File: config.mk
export PLATFORM = sky130hd
export DESIGN_NAME = sync_length_checksum_deframer_top
export DESIGN_NICKNAME = d
export VERILOG_FILES = /design/src/rtl/slcd_pkg.sv /design/src/rtl/slcd_parser.sv /design/src/rtl/slcd_out_stage.sv /design/src/rtl/sync_length_checksum_deframer_top.sv
export SDC_FILE = /design/constraint.sdc
export NUM_CORES = 1
export LEC_CHECK = 0
export CORE_MARGIN = 2
export CORE_UTILIZATION = 45
export DETAILED_ROUTE_END_ITERATION = 6
export DONT_BUFFER_PORTS = 1
export GPL_ROUTABILITY_DRIVEN = 0
export GPL_TIMING_DRIVEN = 1
export SYNTH_ARGS = -nofsm -noshare
export SYNTH_HDL_FRONTEND = slang
export SYNTH_SLANG_ARGS = --single-unit
File: constraint.sdc
create_clock -name clk -period 3.35 [get_ports clk]
set_input_delay 0.67 -clock clk [delete_from_list [all_inputs] [get_ports clk]]
set_output_delay 0.67 -clock clk [all_outputs]
set_load 0.02 [all_outputs]
File: src/rtl/slcd_pkg.sv
`default_nettype none

package slcd_pkg;

  localparam int unsigned BYTE_W = 8;
  localparam int unsigned LEN_W = 16;
  localparam int unsigned SUM_W = 16;
  localparam int unsigned OUT_DATA_W = 32;

  localparam logic [BYTE_W-1:0] SYNC_RESET = 8'hAA;

  typedef enum logic [1:0] {
    KIND_DATA = 2'd0,
    KIND_GOOD = 2'd1,
    KIND_BAD  = 2'd2
  } kind_t;

  typedef struct packed {
    logic [LEN_W-1:0]  frame_length;
    logic [BYTE_W-1:0] frame_type;
    logic [BYTE_W-1:0] data_byte;
    kind_t             result_kind;
  } result_t;

endpackage

`default_nettype wire

File: src/rtl/slcd_parser.sv
`default_nettype none

module slcd_parser (
  input  wire logic                          clk,
  input  wire logic                          rst_n,
  input  wire logic                          cfg_we,
  input  wire logic [slcd_pkg::BYTE_W-1:0]   cfg_wdata,
  input  wire logic                          in_tvalid,
  output logic                               in_tready,
  input  wire logic [slcd_pkg::BYTE_W-1:0]   in_tdata,
  input  wire logic                          out_space,
  output logic                               res_valid,
  output slcd_pkg::result_t                  res
);

  typedef enum logic [6:0] {
    PH_HUNT    = 7'b0000001,
    PH_TYPE    = 7'b0000010,
    PH_LEN_HI  = 7'b0000100,
    PH_LEN_LO  = 7'b0001000,
    PH_PAYLOAD = 7'b0010000,
    PH_CK_HI   = 7'b0100000,
    PH_CK_LO   = 7'b1000000
  } phase_t;

  phase_t                          phase_r, phase_nxt;
  logic [slcd_pkg::BYTE_W-1:0]     sync_r, sync_nxt;
  logic [slcd_pkg::BYTE_W-1:0]     type_r, type_nxt;
  logic [slcd_pkg::LEN_W-1:0]      len_r, len_nxt;
  logic [slcd_pkg::LEN_W-1:0]      left_r, left_nxt;
  logic [slcd_pkg::SUM_W-1:0]      sum_r, sum_nxt;
  logic [slcd_pkg::BYTE_W-1:0]     ckhi_r, ckhi_nxt;
  logic                            in_valid_r, in_valid_nxt;
  logic [slcd_pkg::BYTE_W-1:0]     in_byte_r, in_byte_nxt;

  logic                            adv;
  logic [slcd_pkg::SUM_W-1:0]      sum_add;
  logic [slcd_pkg::LEN_W-1:0]      len_full;
  logic [slcd_pkg::LEN_W-1:0]      left_dec;
  logic [slcd_pkg::SUM_W-1:0]      rx_sum;

  assign adv       = in_valid_r && out_space;
  assign in_tready = !in_valid_r || out_space;

  assign sum_add  = sum_r + {{(slcd_pkg::SUM_W-slcd_pkg::BYTE_W){1'b0}}, in_byte_r};
  assign len_full = {len_r[slcd_pkg::LEN_W-1:slcd_pkg::BYTE_W], in_byte_r};
  assign left_dec = left_r - {{(slcd_pkg::LEN_W-1){1'b0}}, 1'b1};
  assign rx_sum   = {ckhi_r, in_byte_r};

  always_comb begin
    in_valid_nxt = in_valid_r;
    in_byte_nxt  = in_byte_r;
    if (in_tvalid && in_tready) begin
      in_valid_nxt = 1'b1;
      in_byte_nxt  = in_tdata;
    end else if (adv) begin
      in_valid_nxt = 1'b0;
    end
  end

  assign sync_nxt = cfg_we ? cfg_wdata : sync_r;

  always_comb begin
    phase_nxt = phase_r;
    type_nxt  = type_r;
    len_nxt   = len_r;
    left_nxt  = left_r;
    sum_nxt   = sum_r;
    ckhi_nxt  = ckhi_r;
    res_valid = 1'b0;
    res.result_kind  = slcd_pkg::KIND_DATA;
    res.data_byte    = '0;
    res.frame_type   = type_r;
    res.frame_length = len_r;
    if (adv) begin
      case (phase_r)
        PH_TYPE: begin
          type_nxt  = in_byte_r;
          sum_nxt   = sum_add;
          phase_nxt = PH_LEN_HI;
        end
        PH_LEN_HI: begin
          len_nxt   = {in_byte_r, {slcd_pkg::BYTE_W{1'b0}}};
          sum_nxt   = sum_add;
          phase_nxt = PH_LEN_LO;
        end
        PH_LEN_LO: begin
          len_nxt   = len_full;
          left_nxt  = len_full;
          sum_nxt   = sum_add;
          phase_nxt = (len_full == '0) ? PH_CK_HI : PH_PAYLOAD;
        end
        PH_PAYLOAD: begin
          sum_nxt   = sum_add;
          left_nxt  = left_dec;
          if (left_dec == '0) begin
            phase_nxt = PH_CK_HI;
          end
          res_valid     = 1'b1;
          res.data_byte = in_byte_r;
        end
        PH_CK_HI: begin
          ckhi_nxt  = in_byte_r;
          phase_nxt = PH_CK_LO;
        end
        PH_CK_LO: begin
          phase_nxt       = PH_HUNT;
          res_valid       = 1'b1;
          res.result_kind = (rx_sum == sum_r) ? slcd_pkg::KIND_GOOD : slcd_pkg::KIND_BAD;
        end
        default: begin
          phase_nxt = PH_HUNT;
          if (in_byte_r == sync_r) begin
            sum_nxt   = {{(slcd_pkg::SUM_W-slcd_pkg::BYTE_W){1'b0}}, in_byte_r};
            phase_nxt = PH_TYPE;
          end
        end
      endcase
    end
  end

  always_ff @(posedge clk) begin
    if (!rst_n) begin
      phase_r    <= PH_HUNT;
      sync_r     <= slcd_pkg::SYNC_RESET;
      type_r     <= '0;
      len_r      <= '0;
      left_r     <= '0;
      sum_r      <= '0;
      ckhi_r     <= '0;
      in_valid_r <= 1'b0;
    end else begin
      phase_r    <= phase_nxt;
      sync_r     <= sync_nxt;
      type_r     <= type_nxt;
      len_r      <= len_nxt;
      left_r     <= left_nxt;
      sum_r      <= sum_nxt;
      ckhi_r     <= ckhi_nxt;
      in_valid_r <= in_valid_nxt;
    end
  end

  always_ff @(posedge clk) begin
    in_byte_r <= in_byte_nxt;
  end

  a_payload_count: assert property (@(posedge clk) disable iff (!rst_n)
    phase_r == PH_PAYLOAD |-> left_r != '0)
    else $error("payload phase with no bytes left");

  a_zero_len: assert property (@(posedge clk) disable iff (!rst_n)
    adv && phase_r == PH_LEN_LO && len_full == '0 |=> phase_r == PH_CK_HI)
    else $error("zero length frame did not go to checksum");

  a_end_hunt: assert property (@(posedge clk) disable iff (!rst_n)
    adv && phase_r == PH_CK_LO |=> phase_r == PH_HUNT)
    else $error("no return to hunt after checksum");

  a_res_space: assert property (@(posedge clk) disable iff (!rst_n)
    res_valid |-> out_space && in_valid_r)
    else $error("result produced without room in output register");

endmodule

`default_nettype wire

File: src/rtl/slcd_out_stage.sv
`default_nettype none

module slcd_out_stage (
  input  wire logic                              clk,
  input  wire logic                              rst_n,
  input  wire logic                              res_valid,
  input  wire slcd_pkg::result_t                 res,
  output logic                                   out_space,
  output logic                                   out_tvalid,
  input  wire logic                              out_tready,
  output logic [slcd_pkg::OUT_DATA_W-1:0]        out_tdata,
  output logic [1:0]                             out_tuser
);

  logic               valid_r, valid_nxt;
  slcd_pkg::result_t  res_r, res_nxt;

  assign out_space = !valid_r || out_tready;

  always_comb begin
    valid_nxt = valid_r;
    res_nxt   = res_r;
    if (res_valid) begin
      valid_nxt = 1'b1;
      res_nxt   = res;
    end else if (out_tready) begin
      valid_nxt = 1'b0;
    end
  end

  always_ff @(posedge clk) begin
    if (!rst_n) begin
      valid_r <= 1'b0;
    end else begin
      valid_r <= valid_nxt;
    end
  end

  always_ff @(posedge clk) begin
    res_r <= res_nxt;
  end

  assign out_tvalid = valid_r;
  assign out_tdata  = {res_r.frame_length, res_r.frame_type, res_r.data_byte};
  assign out_tuser  = res_r.result_kind;

endmodule

`default_nettype wire

File: src/rtl/sync_length_checksum_deframer_top.sv
// Byte stream deframer: hunts for the sync byte (cfg register, reset 0xAA), then reads a type
// byte, a big-endian 16-bit length, the payload and a big-endian 16-bit checksum that is the
// wrapping 16-bit sum of sync, type, length and payload bytes. Each payload byte comes out at
// once as a tentative word (tuser 0); after the checksum one word reports good (1) or bad (2),
// and the consumer drops the tentative bytes of a bad frame. Every output word carries the
// frame's type and declared length. One byte is taken every clock cycle while the output
// accepts; an accepted byte passes through the input register and the result register to the
// output, and the bytes of the header, the checksum high byte and hunted bytes give no word.
// Back-pressure on the output stalls the input after one buffered byte. No clearing pass.
`default_nettype none

module sync_length_checksum_deframer_top (
  input  wire logic                              clk,
  input  wire logic                              rst_n,
  input  wire logic                              cfg_we,
  input  wire logic [slcd_pkg::BYTE_W-1:0]       cfg_wdata,
  input  wire logic                              in_tvalid,
  output logic                                   in_tready,
  input  wire logic [slcd_pkg::BYTE_W-1:0]       in_tdata,   // in_byte
  output logic                                   out_tvalid,
  input  wire logic                              out_tready,
  output logic [slcd_pkg::OUT_DATA_W-1:0]        out_tdata,  // data_byte, frame_type, frame_length
  output logic [1:0]                             out_tuser   // result_kind
);

  logic               res_valid;
  logic               out_space;
  slcd_pkg::result_t  res;

  slcd_parser u_parser (
    .clk       (clk),
    .rst_n     (rst_n),
    .cfg_we    (cfg_we),
    .cfg_wdata (cfg_wdata),
    .in_tvalid (in_tvalid),
    .in_tready (in_tready),
    .in_tdata  (in_tdata),
    .out_space (out_space),
    .res_valid (res_valid),
    .res       (res)
  );

  slcd_out_stage u_out (
    .clk        (clk),
    .rst_n      (rst_n),
    .res_valid  (res_valid),
    .res        (res),
    .out_space  (out_space),
    .out_tvalid (out_tvalid),
    .out_tready (out_tready),
    .out_tdata  (out_tdata),
    .out_tuser  (out_tuser)
  );

endmodule

`default_nettype wire
== Word-level counts from Yosys, hierarchy flattened ==
Cells that the tools add are included.
Cells by class
  bitwise gates (word level): 2
  multiplexer cells: 15
  eq/ne operators: 9
  add/sub/neg operators: 2
  reduce and logical (&&, ||, !) cells: 25
Operators by type and width (count)
  case mux 16 bit (2 select lines): 3
  case mux 7 bit (6 select lines): 1
  logical NOT 16 bit: 2
  adder 16 x 8 -> 16 bit: 1
  == test 16 bit: 1
  2-to-1 mux 16 bit: 1
  subtractor 16 x 1 -> 16 bit (second input constant): 1
  AND reduction 2 bit: 7
  nonzero test 2 bit: 5
  == test 8 bit: 1
  == test 7 x 2 -> 1 bit (second input constant): 1
  == test 7 x 3 -> 1 bit (second input constant): 1
  == test 7 x 4 -> 1 bit (second input constant): 1
  == test 7 x 5 -> 1 bit (second input constant): 1
  == test 7 x 6 -> 1 bit (second input constant): 1
  == test 7 bit (second input constant): 1
  2-to-1 mux 7 bit: 1
  2-to-1 mux 1 bit: 6
  2-to-1 mux 6 bit: 1
  AND reduction 3 bit: 2
  2-to-1 mux 2 bit: 2
  OR reduction 2 bit: 2
  OR reduction 4 bit: 1
  logical AND 1 bit: 2
  other kinds (4): 7
Word-level totals
  register bits after elaboration: 123
  input port bits: 21

== Longest topological paths before layout ==
  depth in word-level cells: 5
  depth in mapped cells: 9
  depth with buffers taken out: 9

== Cells and area by module ==
From an unflattened synthesis, not the netlist that was laid out.
Second synthesis, totals
  cell total of the unflattened synthesis: 595
  area total of the unflattened synthesis: 5746.8 um^2
By module, submodules not included
  slcd_parser: area an instance 4677.0 um^2, cells each 557, instances 1
  slcd_out_stage: area an instance 1069.8 um^2, cells each 38, instances 1

== Least setup slack after synthesis ==
Ideal clock, no wire load.
  path type: in2reg
  start: input port out_tready
  end: register u_out.res_r, in the netlist u_out.out_tdata[0], enable pin
  cell stages on the path: 6
  buffers on the path: 2
  required time: 2858 ps
  arrival: 2289 ps
  setup slack: 569 ps
  cell sequence: nand2b_1 > and4_1 > clkbuf_1 > nand2_1 > clkbuf_1 > nand2_1
On the way
  word-level cells in the longest chain between the ends: 3
RTL lines
  start: declaration: RTL line sync_length_checksum_deframer_top.sv:21  | input wire logic out_tready,
  logical OR 1 bit: RTL line slcd_out_stage.sv:18  | assign out_space = !valid_r || out_tready;
  logical AND 1 bit: RTL line slcd_parser.sv:42  | assign adv = in_valid_r && out_space;
  2-to-1 mux 1 bit: RTL line slcd_parser.sv:75  | if (adv) begin
  named net res_valid: RTL line sync_length_checksum_deframer_top.sv:26  | logic res_valid;
  end signal: assignment: RTL line slcd_out_stage.sv:40  | res_r <= res_nxt;
  end: declaration: RTL line slcd_out_stage.sv:16  | slcd_pkg::result_t res_r, res_nxt;
The timed path passes the listed nets, and every way through them passes these cells.
A chain may end at the register's enable or synchronous reset.

== Worst setup path in the final report ==
  start: register u_parser.in_byte_r[1] in the netlist's numbering
  end: register u_parser.sum_r[8] in the netlist's numbering
On the way
  word-level cells in the longest chain between the ends: 3
  elaborated cells between the ends (all ways): 5
  classes of those cells: 1 x add/sub; 1 x eq/ne; 1 x mux; 2 x reduce/logical
RTL lines
  start: declaration: RTL line slcd_parser.sv:34  | logic [slcd_pkg::BYTE_W-1:0] in_byte_r, in_byte_nxt;
  start signal: assignment: RTL line slcd_parser.sv:145  | in_byte_r <= in_byte_nxt;
  parallel branches: the longest is 3 deep, another holds adder 16 x 8 -> 16 bit
  end signal: assignment: RTL line slcd_parser.sv:138  | sum_r <= sum_nxt;
  end: declaration: RTL line slcd_parser.sv:31  | logic [slcd_pkg::SUM_W-1:0] sum_r, sum_nxt;
Several ways; the timed one is not identified.

==> qor.csv <==
stage;metric;value;unit
synthesis;yosysSeqAreaShare;0.500;
finish;fin_nets;619;
global_route;grt_pass1_wl;22300;um
die;die_h;117;um
global_route;grt_antenna_before_repair;0;
power;peakVddDrop;0.279;mV
placed_design;hpwlAfterDp;9580;um
clock_network;clk_pin_slew;0.06;ns
critical_path;critical_path_arrival;2.96;ns
die;start_util;0.459;
drt;drt_iter0_drc;362;
sta;max_slew_margin;0.473;
global_route;grt_max_degree;45;
global_route;gr-total-overflow;0;
sta;min_period_over_period;0.784;
synthesis;ys_ff_latch;123;
finish;final_core_util;0.511;
synthesis;avgSynthCellArea;9.69;sq um
clock_network;post_cts_resized;0;
worst_hold_path;hp-class;in2reg;
die;rows;41;
finish;drive_gt1_frac;0.102;
critical_path;endpoint_kind;flip-flop;
critical_path;start_kind;flip-flop;
critical_path;crit_start;u_parser.in_byte_r[1]$_DFFE_PP_;
critical_path;critPathMaxFanout;10;
drt;via_per_inst;5.64;
drt;wl;13800;um
synthesis;synth_area_leaders;dfxtp_1 (28%), edfxtp_1 (22%), nand2_1 (4.8%);
clock_network;cts_tree;built;
synthesis;syn_inst;595;
drt;vias;4352;
synthesis;synth_top_area_frac;0.281;
synthesis;ys_types;69;
synthesis;syn_nets;627;
sta;finalSetupTns;0;ns
synthesis;synth_edf_count;42;
die;die_area;13700;sq um
critical_path;crit_type;reg2reg;
drt;drtPass1Iterations;4;
clock_network;clock_latency;0.42;ns
clock_network;post-cts-setup-buffer-count;0;
global_route;first_global_vias;4191;
finish;diodes;0;
placed_design;port_buffers;0;
die;coreArea;12600;sq um
sta;worst_pin_slew;0.789;ns
sta;fmax;0.381;GHz
sta;finClkSkew;0.0152;ns
sta;fin_crit;2.63;ns
drt;drcViolationCount;0;
sta;setup_viol;0;
critical_path;cp-endpoint;u_parser.sum_r[8]$_SDFFE_PN0P_;
clock_network;cts_hold_buffers;0;
power;power_density;511;nW/um^2
critical_path;rrSetupSlack;0.72;ns
clock_network;htreeDepth;4;
sta;slew_violations;0;
critical_path;rr_worst_depth;8;
sta;finalHoldViolations;0;
synthesis;yosys_warnings;0;
critical_path;worstReg2RegStart;u_parser.in_byte_r[1]$_DFFE_PP_;
run;maxCapViolCount;0;
global_route;grt_use_total;0.215;
drt;wire_per_inst;17.9;um
clock_network;cts-root-buf;clkbuf_16;
clock_network;clock_path_buffers;2;
run_status;outcome;finished clean;
clock_network;clock_sinks;123;
drt;ant_nets;0;
sta;rsz0062_at_grt;false;
synthesis;synthFlopType;dfxtp_1;
clock_network;numCtsBuffers;17;
die;die_w;117;um
synthesis;synth_area;5770;sq um
synthesis;yosysTopAreaCell;dfxtp_1;
power;p_leak;2.36;nW
die;pin_count;57;
synthesis;async_flop_share;0;
finish;syn_to_final_growth;11.4;%
critical_path;reg2reg_to;u_parser.sum_r[8]$_SDFFE_PN0P_;
critical_path;cp.required;3.68;ns
[stage by stage]
| stage | cell area (sq um) | hold slack [ns] | power (W) | setup WS, ns | cells |
|---|---|---|---|---|---|
| after floorplan | 5770 | 0.408 | 0.00168 | 0.569 | 595 |
| after global placement | 5910 | 0.416 | 0.00172 | 0.802 | 740 |
| after detailed placement | 5910 | 0.421 | 0.00172 | 0.747 | 740 |
| after CTS | 6420 | 0.303 | 0.00331 | 0.753 | 771 |
| after global routing | 6420 | 0.310 | 0.00340 | 0.526 | 771 |
| final | 6420 | 0.322 | 0.00328 | 0.722 | 771 |
[cell type report]
type	instances	area, sq um
clock buffers	23	468
clock inverters	8	48.8
fillers	1140	6140
inverters	11	41.3
multi-input cells	421	2670
flip-flops and latches	123	2880
well taps	172	215
repair buffers	13	97.6
[critical path, stage by stage (launching register included)]
cell and delay [ns]:
edfxtp_1 0.64, inv_1 0.15, fa_1 0.48, nor2b_1 0.13
o21a_1 0.16, o211a_1 0.19, nor3_1 0.14, or4_1 0.52
a21oi_1 0.16
[flip-flops by register name, indices dropped and copies added (netlist names)]
signal               cells
u_parser.left_r         16
u_out.out_tuser          2
u_parser.ckhi_r          8
u_parser.phase_r         7
u_parser.sync_r          8
u_parser.in_valid_r      1
u_parser.type_r          8
u_out.out_tdata         32
u_parser.in_byte_r       8
u_out.out_tvalid         1
u_parser.sum_r          16
u_parser.len_r          16
[kinds of logic (layout without fill, tap and decap cells)]
group                    after synthesis  count (layout)  synth area share
multiplexers                          27              27            0.0469
AND/OR/NAND/NOR                      239             239             0.215
buffers and inverters                 51              55            0.0382
XOR/XNOR                              30              30            0.0456
AO/OA/AOI/OAI                        114             114             0.129
adder cells (fa/ha/maj)               11              11            0.0252
flip-flops                           123             123             0.500
[worst min path at each step]
stage / start / end / slack (ns) / cells after the start
after floorplan: u_parser.type_r[2]$_SDFFE_PN0P_ / u_out.out_tdata[10]$_DFFE_PP_ / 0.41 / 0
after global placement: u_parser.type_r[0]$_SDFFE_PN0P_ / u_out.out_tdata[8]$_DFFE_PP_ / 0.42 / 0
after global routing: rst_n / u_parser.sync_r[7]$_SDFFE_PN1P_ / 0.31 / 1
after CTS: rst_n / u_parser.sync_r[7]$_SDFFE_PN1P_ / 0.30 / 1
final: rst_n / u_parser.sync_r[7]$_SDFFE_PN1P_ / 0.32 / 1
after detailed placement: u_parser.len_r[7]$_SDFFE_PN0P_ / u_out.out_tdata[23]$_DFFE_PP_ / 0.42 / 0
[cells in the mapped netlist (4+ instances only)]
cell,instances
a21oi_1,41
a22oi_1,5
a311oi_1,4
a31oi_1,4
and2_1,6
and3_1,13
buf_2,7
clkbuf_1,27
dfxtp_1,81
edfxtp_1,42
ha_1,10
inv_1,10
mux2i_1,27
nand2_1,73
nand2b_1,5
nand3_1,18
nand4_1,9
nor2_1,55
nor2b_1,6
nor3_1,9
nor4_1,11
o21ai_0,21
o22ai_1,4
o31ai_1,9
or3_1,6
or4_1,10
xnor2_1,22
xor2_1,8
[per-layer routing]
layer	vias to the layer above	track usage	routed length, um
met5	-	0	0
met4	0	0.0792	104
met3	8	0.0644	1110
met2	138	0.319	6210
met1	2077	0.295	6360
li1	2129	-	-
[placed cells by master, fill, tap and decap left out, types with 11 or more instances in the layout]
cell       Yosys  final
o21ai_0       21     21
nor4_1        11     11
dfxtp_1       81     81
nand2_1       73     73
mux2i_1       27     27
and3_1        13     13
nand3_1       18     18
clkbuf_16      0     17
a21oi_1       41     41
nor2_1        55     55
xnor2_1       22     22
edfxtp_1      42     42
buf_4          3     13
[where the power goes]
part,internal [W],leakage [nW],switching [W]
combinational,0.0000428,1.06,0.0000643
sequential,0.00155,1.05,0.0000282
clock,0.000971,0.253,0.000621
Note: power is estimated with default switching activity, not from simulation.
